### src/pta_pkg.sv
// Shared types, codes and constants for the page table address translator.
package pta_pkg;

    localparam int TABLE_DEPTH_DEFAULT = 256;

    localparam int VA_W      = 16;
    localparam int PSIZE_W   = 16;
    localparam int PCOUNT_W  = 9;
    localparam int FCOUNT_W  = 9;
    localparam int PAGE_W    = 8;
    localparam int FNUM_W    = 9;
    localparam int FRAME_W   = 8;
    localparam int STATUS_W  = 3;
    localparam int PA_W      = 24;
    localparam int CFG_IDX_W = 2;
    localparam int CFG_DATA_W = 16;

    localparam int DIV_STEPS = VA_W;
    localparam int MUL_STEPS = FRAME_W;

    localparam logic [PSIZE_W-1:0]  PAGE_SIZE_RESET   = 16'd256;
    localparam logic [PCOUNT_W-1:0] PAGE_COUNT_RESET  = 9'd256;
    localparam logic [FCOUNT_W-1:0] FRAME_COUNT_RESET = 9'd256;

    localparam logic [FNUM_W-1:0] FRAME_UNMAPPED = 9'h1FF;

    localparam logic [CFG_IDX_W-1:0] CFG_PAGE_SIZE   = 2'd0;
    localparam logic [CFG_IDX_W-1:0] CFG_PAGE_COUNT  = 2'd1;
    localparam logic [CFG_IDX_W-1:0] CFG_FRAME_COUNT = 2'd2;

    localparam logic [STATUS_W-1:0] STATUS_WRITTEN    = 3'd0;
    localparam logic [STATUS_W-1:0] STATUS_REJECTED   = 3'd1;
    localparam logic [STATUS_W-1:0] STATUS_TRANSLATED = 3'd2;
    localparam logic [STATUS_W-1:0] STATUS_INVALID    = 3'd3;
    localparam logic [STATUS_W-1:0] STATUS_FAULT      = 3'd4;

    typedef enum logic [3:0] {
        S_CLEAR,
        S_IDLE,
        S_WCHECK,
        S_SCAN,
        S_WFIN,
        S_TCHECK,
        S_DIV,
        S_TLIMIT,
        S_TREAD,
        S_MUL,
        S_ADD,
        S_DONE
    } state_t;

    typedef enum logic [2:0] {
        ARITH_HOLD,
        ARITH_LOAD_DIV,
        ARITH_DIV_STEP,
        ARITH_LOAD_MUL,
        ARITH_MUL_STEP,
        ARITH_ADD_OFF
    } arith_op_t;

    typedef struct packed {
        arith_op_t          op;
        logic [FRAME_W-1:0] frame;
    } arith_ctrl_t;

    typedef struct packed {
        logic [VA_W-1:0] quotient;
        logic [PA_W-1:0] result;
    } arith_res_t;

endpackage

### src/pta_if.sv
// Valid/ready channel interfaces for translator requests and results.
interface pta_in_if
    import pta_pkg::*;
();
    logic                     valid;
    logic                     ready;
    logic                     operation;
    logic [PAGE_W-1:0]        page_index;
    logic signed [FNUM_W-1:0] frame_number;
    logic [VA_W-1:0]          virtual_address;

    modport source (output valid, operation, page_index, frame_number, virtual_address,
                    input ready);
    modport sink   (input valid, operation, page_index, frame_number, virtual_address,
                    output ready);
endinterface

interface pta_out_if
    import pta_pkg::*;
();
    logic                valid;
    logic                ready;
    logic [STATUS_W-1:0] status;
    logic [PA_W-1:0]     physical_address;

    modport source (output valid, status, physical_address, input ready);
    modport sink   (input valid, status, physical_address, output ready);
endinterface

### src/pta_arith.sv
// Shared add/subtract unit with its working registers for division and multiplication.
module pta_arith
    import pta_pkg::*;
(
    input  logic                clk,
    input  arith_ctrl_t         ctrl,
    input  logic [VA_W-1:0]     dividend,
    input  logic [PSIZE_W-1:0]  divisor,
    output arith_res_t          res
);

    logic [PA_W-1:0]    work_reg, work_next;
    logic [VA_W-1:0]    quo_reg, quo_next;
    logic [PSIZE_W-1:0] off_reg, off_next;

    logic [PA_W-1:0] op_a, op_b;
    logic            sub;
    logic [PA_W:0]   total;
    logic            carry;
    logic [PA_W-1:0] sum;
    logic [VA_W:0]   rem_sh;

    assign rem_sh = {work_reg[VA_W-1:0], quo_reg[VA_W-1]};

    // Operand selection for the single adder.
    always_comb
    begin
        op_a = work_reg;
        op_b = '0;
        sub  = 1'b0;
        unique case (ctrl.op)
            ARITH_DIV_STEP:
            begin
                op_a = PA_W'(rem_sh);
                op_b = PA_W'(divisor);
                sub  = 1'b1;
            end
            ARITH_MUL_STEP:
            begin
                op_a = {work_reg[PA_W-2:0], 1'b0};
                op_b = quo_reg[VA_W-1] ? PA_W'(divisor) : '0;
            end
            ARITH_ADD_OFF:
            begin
                op_b = PA_W'(off_reg);
            end
            default:
            begin
                op_a = work_reg;
            end
        endcase
    end

    assign total = {1'b0, op_a} + {1'b0, op_b ^ {PA_W{sub}}} + (PA_W+1)'(sub);
    assign carry = total[PA_W];
    assign sum   = total[PA_W-1:0];

    always_comb
    begin
        work_next = work_reg;
        quo_next  = quo_reg;
        off_next  = off_reg;
        unique case (ctrl.op)
            ARITH_LOAD_DIV:
            begin
                work_next = '0;
                quo_next  = dividend;
            end
            ARITH_DIV_STEP:
            begin
                // Restoring division: keep the difference only when it did not borrow.
                work_next = carry ? sum : PA_W'(rem_sh);
                quo_next  = {quo_reg[VA_W-2:0], carry};
            end
            ARITH_LOAD_MUL:
            begin
                off_next  = work_reg[PSIZE_W-1:0];
                work_next = '0;
                quo_next  = {ctrl.frame, {(VA_W-FRAME_W){1'b0}}};
            end
            ARITH_MUL_STEP:
            begin
                work_next = sum;
                quo_next  = {quo_reg[VA_W-2:0], 1'b0};
            end
            ARITH_ADD_OFF:
            begin
                work_next = sum;
            end
            default:
            begin
                work_next = work_reg;
            end
        endcase
    end

    always_ff @(posedge clk)
    begin
        work_reg <= work_next;
        quo_reg  <= quo_next;
        off_reg  <= off_next;
    end

    assign res.quotient = quo_reg;
    assign res.result   = work_reg;

endmodule

### src/page_table_address_translator_top.sv
// Top level of the single-level page table address translator.
//
// The block keeps one entry per page in an internal memory of TABLE_DEPTH words; each word
// holds a mapped flag and an 8-bit frame. After reset a clearing pass marks every entry
// unmapped, one entry per cycle, during which no transaction is accepted on the request
// channel (configuration writes are taken throughout). Requests are handled one at a time.
// A table write whose frame is checked for duplicates runs a scan over every memory entry
// at one read per cycle; writes rejected by the range checks and unmappings skip the scan.
// A translation of a mapped page takes 16 restoring division steps on the shared adder,
// one table read, 8 shift-and-add multiply steps and an offset add on the same adder;
// invalid addresses and page faults finish earlier. A new request is accepted while a
// finished result still waits on the result channel.
module page_table_address_translator_top
    import pta_pkg::*;
#(
    parameter int TABLE_DEPTH = TABLE_DEPTH_DEFAULT
)
(
    input  logic                  clk,
    input  logic                  rst_n,
    input  logic                  cfg_write,
    input  logic [CFG_IDX_W-1:0]  cfg_index,
    input  logic [CFG_DATA_W-1:0] cfg_data,
    pta_in_if.sink                in_ch,
    pta_out_if.source             out_ch
);

    localparam int IDX_W = $clog2(TABLE_DEPTH);
    localparam int CNT_W = IDX_W + 1;
    localparam int LIM_W = VA_W + 1;
    localparam logic [LIM_W-1:0] DEPTH_L = LIM_W'(TABLE_DEPTH);

    // Configuration registers.
    logic [PSIZE_W-1:0]  page_size_reg;
    logic [PCOUNT_W-1:0] page_count_reg;
    logic [FCOUNT_W-1:0] frame_count_reg;

    // Sequencer and request registers.
    state_t              state_reg, state_next;
    logic [CNT_W-1:0]    cnt_reg, cnt_next;
    logic [4:0]          step_reg, step_next;
    logic                rd_pend_reg, rd_pend_next;
    logic [IDX_W-1:0]    rd_idx_reg, rd_idx_next;
    logic                dup_reg, dup_next;
    logic [PAGE_W-1:0]   page_reg, page_next;
    logic [FNUM_W-1:0]   frame_reg, frame_next;
    logic [VA_W-1:0]     va_reg, va_next;
    logic [STATUS_W-1:0] status_reg, status_next;

    // Result register.
    logic                out_valid_reg, out_valid_next;
    logic [STATUS_W-1:0] out_status_reg, out_status_next;
    logic [PA_W-1:0]     out_pa_reg, out_pa_next;

    // Table memory.
    logic [FRAME_W:0]    mem [TABLE_DEPTH];
    logic [FRAME_W:0]    rd_data_reg;
    logic                mem_we;
    logic [IDX_W-1:0]    mem_waddr;
    logic [FRAME_W:0]    mem_wdata;
    logic [IDX_W-1:0]    mem_raddr;

    arith_ctrl_t         arith_ctrl;
    arith_res_t          arith_res;

    logic                in_fire;
    logic                out_free;
    logic [LIM_W-1:0]    page_limit;
    logic [IDX_W-1:0]    page_idx;
    logic                page_ok;
    logic                frame_unmap;
    logic                frame_ok;
    logic                scan_done;
    logic                clear_last;
    logic                div_last;
    logic                mul_last;
    logic                quo_ok;
    logic                entry_match;

    assign in_ch.ready = (state_reg == S_IDLE);
    assign in_fire     = in_ch.valid && in_ch.ready;
    assign out_free    = !out_valid_reg || out_ch.ready;

    assign out_ch.valid            = out_valid_reg;
    assign out_ch.status           = out_status_reg;
    assign out_ch.physical_address = out_pa_reg;

    // Pages at or beyond the smaller of page_count and the table depth are out of range.
    assign page_limit = (LIM_W'(page_count_reg) < DEPTH_L) ? LIM_W'(page_count_reg) : DEPTH_L;
    assign page_idx   = IDX_W'(page_reg);
    assign page_ok    = LIM_W'(page_reg) < page_limit;
    assign frame_unmap = (frame_reg == FRAME_UNMAPPED);
    assign frame_ok   = !frame_reg[FNUM_W-1]
                        && (FCOUNT_W'(frame_reg[FRAME_W-1:0]) < frame_count_reg);
    assign scan_done  = (cnt_reg == CNT_W'(TABLE_DEPTH)) && !rd_pend_reg;
    assign clear_last = (cnt_reg == CNT_W'(TABLE_DEPTH - 1));
    assign div_last   = (step_reg == 5'(DIV_STEPS - 1));
    assign mul_last   = (step_reg == 5'(MUL_STEPS - 1));
    assign quo_ok     = LIM_W'(arith_res.quotient) < page_limit;

    // A mapped entry other than the page being written that already holds the frame.
    assign entry_match = rd_data_reg[FRAME_W]
                         && (rd_data_reg[FRAME_W-1:0] == frame_reg[FRAME_W-1:0])
                         && (rd_idx_reg != page_idx);

    // Configuration writes; unknown indexes are ignored.
    always_ff @(posedge clk or negedge rst_n)
    begin
        if (!rst_n)
        begin
            page_size_reg   <= PAGE_SIZE_RESET;
            page_count_reg  <= PAGE_COUNT_RESET;
            frame_count_reg <= FRAME_COUNT_RESET;
        end
        else if (cfg_write)
        begin
            unique case (cfg_index)
                CFG_PAGE_SIZE:   page_size_reg   <= cfg_data[PSIZE_W-1:0];
                CFG_PAGE_COUNT:  page_count_reg  <= cfg_data[PCOUNT_W-1:0];
                CFG_FRAME_COUNT: frame_count_reg <= cfg_data[FCOUNT_W-1:0];
                default:         page_size_reg   <= page_size_reg;
            endcase
        end
    end

    // Next-state logic of the sequencer.
    always_comb
    begin
        state_next = state_reg;
        unique case (state_reg)
            S_CLEAR:
            begin
                if (clear_last)
                    state_next = S_IDLE;
            end
            S_IDLE:
            begin
                if (in_fire)
                    state_next = in_ch.operation ? S_TCHECK : S_WCHECK;
            end
            S_WCHECK:
            begin
                priority if (!page_ok)
                    state_next = S_DONE;
                else if (frame_unmap)
                    state_next = S_DONE;
                else if (!frame_ok)
                    state_next = S_DONE;
                else
                    state_next = S_SCAN;
            end
            S_SCAN:
            begin
                if (scan_done)
                    state_next = S_WFIN;
            end
            S_WFIN:
            begin
                state_next = S_DONE;
            end
            S_TCHECK:
            begin
                state_next = (page_size_reg == '0) ? S_DONE : S_DIV;
            end
            S_DIV:
            begin
                if (div_last)
                    state_next = S_TLIMIT;
            end
            S_TLIMIT:
            begin
                state_next = quo_ok ? S_TREAD : S_DONE;
            end
            S_TREAD:
            begin
                state_next = rd_data_reg[FRAME_W] ? S_MUL : S_DONE;
            end
            S_MUL:
            begin
                if (mul_last)
                    state_next = S_ADD;
            end
            S_ADD:
            begin
                state_next = S_DONE;
            end
            S_DONE:
            begin
                if (out_free)
                    state_next = S_IDLE;
            end
            default:
            begin
                state_next = S_IDLE;
            end
        endcase
    end

    // Datapath control and register next values.
    always_comb
    begin
        cnt_next        = cnt_reg;
        step_next       = step_reg;
        rd_pend_next    = 1'b0;
        rd_idx_next     = rd_idx_reg;
        dup_next        = dup_reg;
        page_next       = page_reg;
        frame_next      = frame_reg;
        va_next         = va_reg;
        status_next     = status_reg;
        out_valid_next  = out_valid_reg && !out_ch.ready;
        out_status_next = out_status_reg;
        out_pa_next     = out_pa_reg;
        mem_we          = 1'b0;
        mem_waddr       = page_idx;
        mem_wdata       = '0;
        mem_raddr       = arith_res.quotient[IDX_W-1:0];
        arith_ctrl.op    = ARITH_HOLD;
        arith_ctrl.frame = rd_data_reg[FRAME_W-1:0];

        unique case (state_reg)
            S_CLEAR:
            begin
                mem_we    = 1'b1;
                mem_waddr = cnt_reg[IDX_W-1:0];
                mem_wdata = '0;
                cnt_next  = cnt_reg + 1'b1;
            end
            S_IDLE:
            begin
                if (in_fire)
                begin
                    page_next  = in_ch.page_index;
                    frame_next = in_ch.frame_number;
                    va_next    = in_ch.virtual_address;
                end
            end
            S_WCHECK:
            begin
                cnt_next = '0;
                dup_next = 1'b0;
                priority if (!page_ok)
                    status_next = STATUS_REJECTED;
                else if (frame_unmap)
                begin
                    mem_we      = 1'b1;
                    mem_wdata   = '0;
                    status_next = STATUS_WRITTEN;
                end
                else if (!frame_ok)
                    status_next = STATUS_REJECTED;
                else
                    status_next = status_reg;
            end
            S_SCAN:
            begin
                // One read issued per cycle; the read word is registered before it is compared.
                if (cnt_reg != CNT_W'(TABLE_DEPTH))
                begin
                    mem_raddr    = cnt_reg[IDX_W-1:0];
                    rd_pend_next = 1'b1;
                    rd_idx_next  = cnt_reg[IDX_W-1:0];
                    cnt_next     = cnt_reg + 1'b1;
                end
                if (rd_pend_reg && entry_match)
                    dup_next = 1'b1;
            end
            S_WFIN:
            begin
                if (dup_reg)
                    status_next = STATUS_REJECTED;
                else
                begin
                    mem_we      = 1'b1;
                    mem_wdata   = {1'b1, frame_reg[FRAME_W-1:0]};
                    status_next = STATUS_WRITTEN;
                end
            end
            S_TCHECK:
            begin
                step_next = '0;
                if (page_size_reg == '0)
                    status_next = STATUS_INVALID;
                else
                    arith_ctrl.op = ARITH_LOAD_DIV;
            end
            S_DIV:
            begin
                arith_ctrl.op = ARITH_DIV_STEP;
                step_next     = step_reg + 1'b1;
            end
            S_TLIMIT:
            begin
                mem_raddr = arith_res.quotient[IDX_W-1:0];
                if (!quo_ok)
                    status_next = STATUS_INVALID;
            end
            S_TREAD:
            begin
                step_next = '0;
                if (rd_data_reg[FRAME_W])
                    arith_ctrl.op = ARITH_LOAD_MUL;
                else
                    status_next = STATUS_FAULT;
            end
            S_MUL:
            begin
                arith_ctrl.op = ARITH_MUL_STEP;
                step_next     = step_reg + 1'b1;
            end
            S_ADD:
            begin
                arith_ctrl.op = ARITH_ADD_OFF;
                status_next   = STATUS_TRANSLATED;
            end
            S_DONE:
            begin
                if (out_free)
                begin
                    out_valid_next  = 1'b1;
                    out_status_next = status_reg;
                    out_pa_next     = (status_reg == STATUS_TRANSLATED) ? arith_res.result : '0;
                end
            end
            default:
            begin
                mem_we = 1'b0;
            end
        endcase
    end

    // Control registers.
    always_ff @(posedge clk or negedge rst_n)
    begin
        if (!rst_n)
        begin
            state_reg     <= S_CLEAR;
            cnt_reg       <= '0;
            step_reg      <= '0;
            rd_pend_reg   <= 1'b0;
            dup_reg       <= 1'b0;
            out_valid_reg <= 1'b0;
        end
        else
        begin
            state_reg     <= state_next;
            cnt_reg       <= cnt_next;
            step_reg      <= step_next;
            rd_pend_reg   <= rd_pend_next;
            dup_reg       <= dup_next;
            out_valid_reg <= out_valid_next;
        end
    end

    // Payload registers.
    always_ff @(posedge clk)
    begin
        rd_idx_reg     <= rd_idx_next;
        page_reg       <= page_next;
        frame_reg      <= frame_next;
        va_reg         <= va_next;
        status_reg     <= status_next;
        out_status_reg <= out_status_next;
        out_pa_reg     <= out_pa_next;
    end

    // Table memory: one write port and one registered read port.
    always_ff @(posedge clk)
    begin
        if (mem_we)
            mem[mem_waddr] <= mem_wdata;
        rd_data_reg <= mem[mem_raddr];
    end

    // The shared arithmetic unit performs the division and the multiplication.
    pta_arith u_arith (
        .clk      (clk),
        .ctrl     (arith_ctrl),
        .dividend (va_reg),
        .divisor  (page_size_reg),
        .res      (arith_res)
    );

    // Only translations carry an address; every other result reports zero.
    assert property (@(posedge clk) disable iff (!rst_n)
        out_ch.valid && (out_ch.status != STATUS_TRANSLATED) |-> out_ch.physical_address == '0)
        else $error("non-translated result carries a physical address");

    // The table is only written by the clearing pass, an unmapping or a committed write.
    assert property (@(posedge clk) disable iff (!rst_n)
        mem_we |-> (state_reg == S_CLEAR) || (state_reg == S_WCHECK) || (state_reg == S_WFIN))
        else $error("table written outside a write transaction");

    // A write that found the frame elsewhere in the table must not be committed.
    assert property (@(posedge clk) disable iff (!rst_n)
        (state_reg == S_WFIN) && dup_reg |-> !mem_we)
        else $error("duplicate frame committed to the table");

    // No request is taken while the table is still being cleared.
    assert property (@(posedge clk) disable iff (!rst_n)
        (state_reg == S_CLEAR) |-> !in_ch.ready)
        else $error("request accepted during the clearing pass");

endmodule

### src/flat_wrapper.sv
// flat-port wrapper written by rule: the top's interface ports become plain ports
module page_table_address_translator_top_flat import pta_pkg::*;
#(
    parameter int TABLE_DEPTH = TABLE_DEPTH_DEFAULT
)
  (clk, rst_n, cfg_write, cfg_index, cfg_data, in_ch_valid, in_ch_operation, in_ch_page_index, in_ch_frame_number, in_ch_virtual_address, in_ch_ready, out_ch_valid, out_ch_status, out_ch_physical_address, out_ch_ready);
  pta_in_if in_ch_i ();
  pta_out_if out_ch_i ();
  input  logic clk;
  input  logic rst_n;
  input  logic cfg_write;
  input  logic [CFG_IDX_W-1:0] cfg_index;
  input  logic [CFG_DATA_W-1:0] cfg_data;
  input wire logic [$bits(in_ch_i.valid)-1:0] in_ch_valid;
  input wire logic [$bits(in_ch_i.operation)-1:0] in_ch_operation;
  input wire logic [$bits(in_ch_i.page_index)-1:0] in_ch_page_index;
  input wire logic [$bits(in_ch_i.frame_number)-1:0] in_ch_frame_number;
  input wire logic [$bits(in_ch_i.virtual_address)-1:0] in_ch_virtual_address;
  output wire logic [$bits(in_ch_i.ready)-1:0] in_ch_ready;
  output wire logic [$bits(out_ch_i.valid)-1:0] out_ch_valid;
  output wire logic [$bits(out_ch_i.status)-1:0] out_ch_status;
  output wire logic [$bits(out_ch_i.physical_address)-1:0] out_ch_physical_address;
  input wire logic [$bits(out_ch_i.ready)-1:0] out_ch_ready;
  assign in_ch_i.valid = in_ch_valid;
  assign in_ch_i.operation = in_ch_operation;
  assign in_ch_i.page_index = in_ch_page_index;
  assign in_ch_i.frame_number = in_ch_frame_number;
  assign in_ch_i.virtual_address = in_ch_virtual_address;
  assign in_ch_ready = in_ch_i.ready;
  assign out_ch_valid = out_ch_i.valid;
  assign out_ch_status = out_ch_i.status;
  assign out_ch_physical_address = out_ch_i.physical_address;
  assign out_ch_i.ready = out_ch_ready;
  page_table_address_translator_top #(.TABLE_DEPTH(TABLE_DEPTH)) u_core (.clk(clk), .rst_n(rst_n), .cfg_write(cfg_write), .cfg_index(cfg_index), .cfg_data(cfg_data), .in_ch(in_ch_i), .out_ch(out_ch_i));
endmodule
### config.mk
export PLATFORM = sky130hd
export DESIGN_NAME = page_table_address_translator_top_flat
export DESIGN_NICKNAME = d
export VERILOG_FILES = /design/src/pta_pkg.sv /design/src/pta_if.sv /design/src/pta_arith.sv /design/src/page_table_address_translator_top.sv /design/src/flat_wrapper.sv
export SDC_FILE = /design/constraint.sdc
export NUM_CORES = 2
export LEC_CHECK = 0
export BUFFER_PORTS_ARGS = -buffer_cell sky130_fd_sc_hd__buf_2
export CORE_MARGIN = 2
export CORE_UTILIZATION = 55
export DETAILED_ROUTE_END_ITERATION = 8
export PLACE_DENSITY = 0.74
export SYNTH_ARGS = -nofsm -noshare
export SYNTH_HDL_FRONTEND = slang
export SYNTH_SLANG_ARGS = --single-unit
### constraint.sdc
create_clock -name clk -period 8.7 [get_ports clk]
set_input_delay 0.435 -clock clk [delete_from_list [all_inputs] [get_ports clk]]
set_output_delay 0.435 -clock clk [all_outputs]
set_load 0.02 [all_outputs]
==> key figures <==
Outcome
  – Status: finished with violations
  – Failing checks: capacitance limit, slew limit

STA
  – Final Cycle Share: 0.788
  – Max-slew violation count: 4
  – TNS Setup: 0 ps
  – Headroom to the max-slew limit: -0.0383
  – Slew @ Worst Pin: 1560 ps
  – Min cycle time layout: about 7000 ps
  – Clock Skews: roughly 45 ps
  – Final setup fails: 0
  – RSZ-0062 raised after global routing: false
  – FMAX: between 100 and 150 MHz
  – Final Hold Viols: 0

Floorplanning
  – Chip height: ~430 um
  – Row Count: ~160
  – IO Count: 86
  – Die width: 434 um
  – Initial Util: 0.554
  – Core area: around 180000 sq um
  – Die area: ~190000 sq um

Synthesis
  – Area leader, netlist: edfxtp_1
  – Ys flop type: edfxtp_1
  – Top cell type's share of synthesized area: 0.719
  – Synthesis warning total: 0
  – Register area share after synthesis: 0.734
  – Mapped Area: slightly above 100000 sq um
  – Netlist cell types: 91
  – Fraction of registers with async set/reset: 0.0220
  – FF+latch count, synth: roughly 2500
  – Synth top area cells: edfxtp_1, nand2_1, mux4_2
  – Gate Count Post-Synth: between 7000 and 8000
  – Syn nets: ~7200
  – Syn avg cell area: 14.4 sq um
  – Post-synth EDFFs: around 2400

Setup path
  – Worst setup SP type: flip-flop
  – CP required: about 9400 ps
  – CP arrival: ~7600 ps
  – Max incr delay on CP: roughly 1000 ps
  – Cell breakdown of the critical path: nand4bb_1 > a21o_1 > buf_4 > a21oi_4 > buf_12 > buf_4 > mux4_2 > nor2_1 > o311ai_0 > nor4_1 > nand3_1
  – Slowest CP cell: nor4_1
  – CP Max Fanout: roughly 120
  – Cell mode on critical path: buf_4
  – Critical path endpoint category: flip-flop
  – Crit Path Category: reg -> reg

Route
  – Vias: 64517
  – DRC: 0
  – DRT Pass-1 Iters: 8
  – WL/cell: a little under 30 um
  – Vias/cell: 6.59
  – Routed WL: 291 mm
  – Routed Antenna Nets: 0
  – Initial DRC count: 10810

Job
  – MaxCap Viol Count: 1

Power
  – Leak pwr: 37.9 nW
  – P_sw: about 14 mW
  – Clock network power share: 0.279
  – Switching share of power: 0.379
  – Flop pwr share: 0.372
  – Pwr per Cell Area: about 330 nW/um^2
  – Logic pwr share: 0.349
  – Tot Pwr: roughly 37 mW
  – Pint: 23.1 mW
  – Peak VDD IR: about 0.31 mV

GRT
  – Global route overflow: 0
  – Initial antenna violation count: 16
  – First-pass GRT wire length: between 400 and 500 mm
  – Number of global-route vias before repair: 60698
  – Global-route usage over all layers: 0.306
  – Pin count of the biggest net entering global routing: around 200

Clock network
  – CTS tree: built
  – TritonCTS Sinks: 2495
  – Post-CTS Setup Inserts: 0
  – Clk buf depth: 3
  – Clock Latency Late Sink: between 900 and 1000 ps
  – H-tree Lvls: 4
  – Root Buffer Master: clkbuf_16
  – Clk slew on worst S/H paths: 60 ps
  – CTS Buf Count: about 230
  – Hold Buf Count CTS: 51
  – Post-CTS sizing: 0

Layout
  – Largest register FFs: roughly 2300
  – Fill count: 13024
  – Area delta synth->final: 10.8%
  – Final #Nets: 7215
  – Final non-filler cell total: between 9000 and 10000
  – Fraction of layout cells with a size suffix above 1: 0.112

Placement
  – Hpwl dp: 171 mm
  – Port bufs: 85
  – Cells after DPL: 9284
  – Gpl congestion: ~0.94

Min path
  – Hold WC Path Type: in -> reg
[cells in the mapped netlist (15+ instances only)]
| cell type | number |
|---|---|
| edfxtp_1 | 2431 |
| a221oi_1 | 57 |
| nor3_1 | 32 |
| nand3_1 | 497 |
| mux4_2 | 147 |
| a21oi_1 | 81 |
| and2_1 | 38 |
| buf_2 | 207 |
| o21ai_0 | 96 |
| a221o_1 | 18 |
| a31o_2 | 26 |
| xnor2_1 | 28 |
| o2111ai_1 | 62 |
| mux2_2 | 37 |
| buf_4 | 64 |
| a211oi_1 | 31 |
| ha_1 | 50 |
| clkbuf_1 | 132 |
| a21o_1 | 25 |
| nand4_1 | 44 |
| nor4_1 | 21 |
| nand2b_1 | 21 |
| mux2i_1 | 164 |
| and3_1 | 109 |
| a32oi_1 | 20 |
| nand2_1 | 1583 |
| nor2b_1 | 15 |
| buf_1 | 22 |
| o211ai_1 | 35 |
| inv_1 | 41 |
| a22oi_1 | 47 |
| a311oi_1 | 56 |
| a31oi_1 | 162 |
| nor2_1 | 371 |
| dfrtp_1 | 52 |
[layout make-up]
| cell class | instances | area [sq um] | area share |
|---|---|---|---|
| sequential | 2495 | 74600 | 0.663 |
| tap | 2464 | 3080 | 0.0274 |
| clock inverter | 152 | 1630 | 0.0145 |
| multi-input combinational | 4075 | 24800 | 0.220 |
| clock buffer | 288 | 6170 | 0.0548 |
| inverter | 45 | 174 | 0.00155 |
| timing repair buffer | 256 | 2100 | 0.0186 |
| antenna | 10 | 25.0 | 0.000222 |
[cells in the final DEF, fill, tap and decap left out, types with 44 or more instances in the layout]
cell           count
clkinv_1          55
a221oi_1          57
a311oi_1          56
edfxtp_1        2431
dlygate4sd3_1     51
nor2_1           366
nand4_1           44
a31oi_1          159
ha_1              50
and3_1           109
clkinv_2          44
a21oi_1           81
clkbuf_1          44
o2111ai_1         62
buf_2             86
o21ai_0           95
nand2_1         1575
buf_4             98
dfrtp_1           52
nand3_1          497
mux4_2           147
clkbuf_16        235
mux2i_1          163
a22oi_1           47
[path summary, 6_finish.rpt]
kind                                                  from                                    to  slack, ps  depth (start not counted)
hold reg to reg             u_core.status_reg[1]$_DFFE_PP_     u_core.out_ch.status[1]$_DFFE_PP_        440                          0
hold / removal                                cfg_index[0]   u_core.page_size_reg[0]$_DFFE_PN0P_        160                          4
setup reg to reg           u_core.state_reg[0]$_DFFE_PN0P_         u_core.rd_data_reg[5]$_DFF_P_       1840                         11
setup / recovery           u_core.state_reg[0]$_DFFE_PN0P_         u_core.rd_data_reg[5]$_DFF_P_       1840                         11
min in group asynchronous                            rst_n  u_core.page_count_reg[2]$_DFFE_PN0P_        260                          3
max in group asynchronous                            rst_n  u_core.page_size_reg[11]$_DFFE_PN0P_       7890                          3
[power by group through the flow]
stage                     Combinational, mW  Clock [mW]  Sequential (mW)
after global placement                 12.4           0             14.1
after CTS                              12.7        10.4             13.8
after floorplan                        8.30           0             13.9
after detailed placement               12.6           0             14.1
after global routing                   13.6        10.8             13.9
final                                  13.0        10.4             13.9
[critical path, delay by kind of cell (launching register included)]
kind                   cells  cell delay (ps)
buffers and inverters      3             1390
AND/OR/NAND/NOR            4             1840
AO/OA/AOI/OAI              3             1850
flip-flops                 1              860
multiplexers               1              570
[stage by stage]
stage,hold WS (ps),util,setup slack (ps),instance area (sq um)
global placement,433,0.568,2140,104000
floorplan,139,-,1380,102000
CTS,98.7,0.614,2040,112000
global route,169,0.614,1520,112000
detailed placement,428,0.568,2080,104000
finish,162,0.614,1840,113000
[cells by family (layout without fill, tap and decap cells)]
family / Yosys count / in the layout / synth area share
AO/OA/AOI/OAI: 845 / 845 / 0.0606
flip-flops: 2495 / 2495 / 0.734
buffers and inverters: 482 / 741 / 0.0237
XOR/XNOR: 42 / 42 / 0.00362
other: 0 / 10 / 0
adder cells (fa/ha/maj): 51 / 51 / 0.00636
multiplexers: 352 / 352 / 0.0536
AND/OR/NAND/NOR: 2785 / 2785 / 0.118
[layer usage]
layer,share of wire,track usage,up-vias
li1,-,-,26887
met1,0.36,0.415,32057
met2,0.45,0.458,4757
met3,0.13,0.0861,804
met4,0.053,0.149,12
met5,0.00028,0,-
Note: power is estimated with default switching activity, not from simulation.
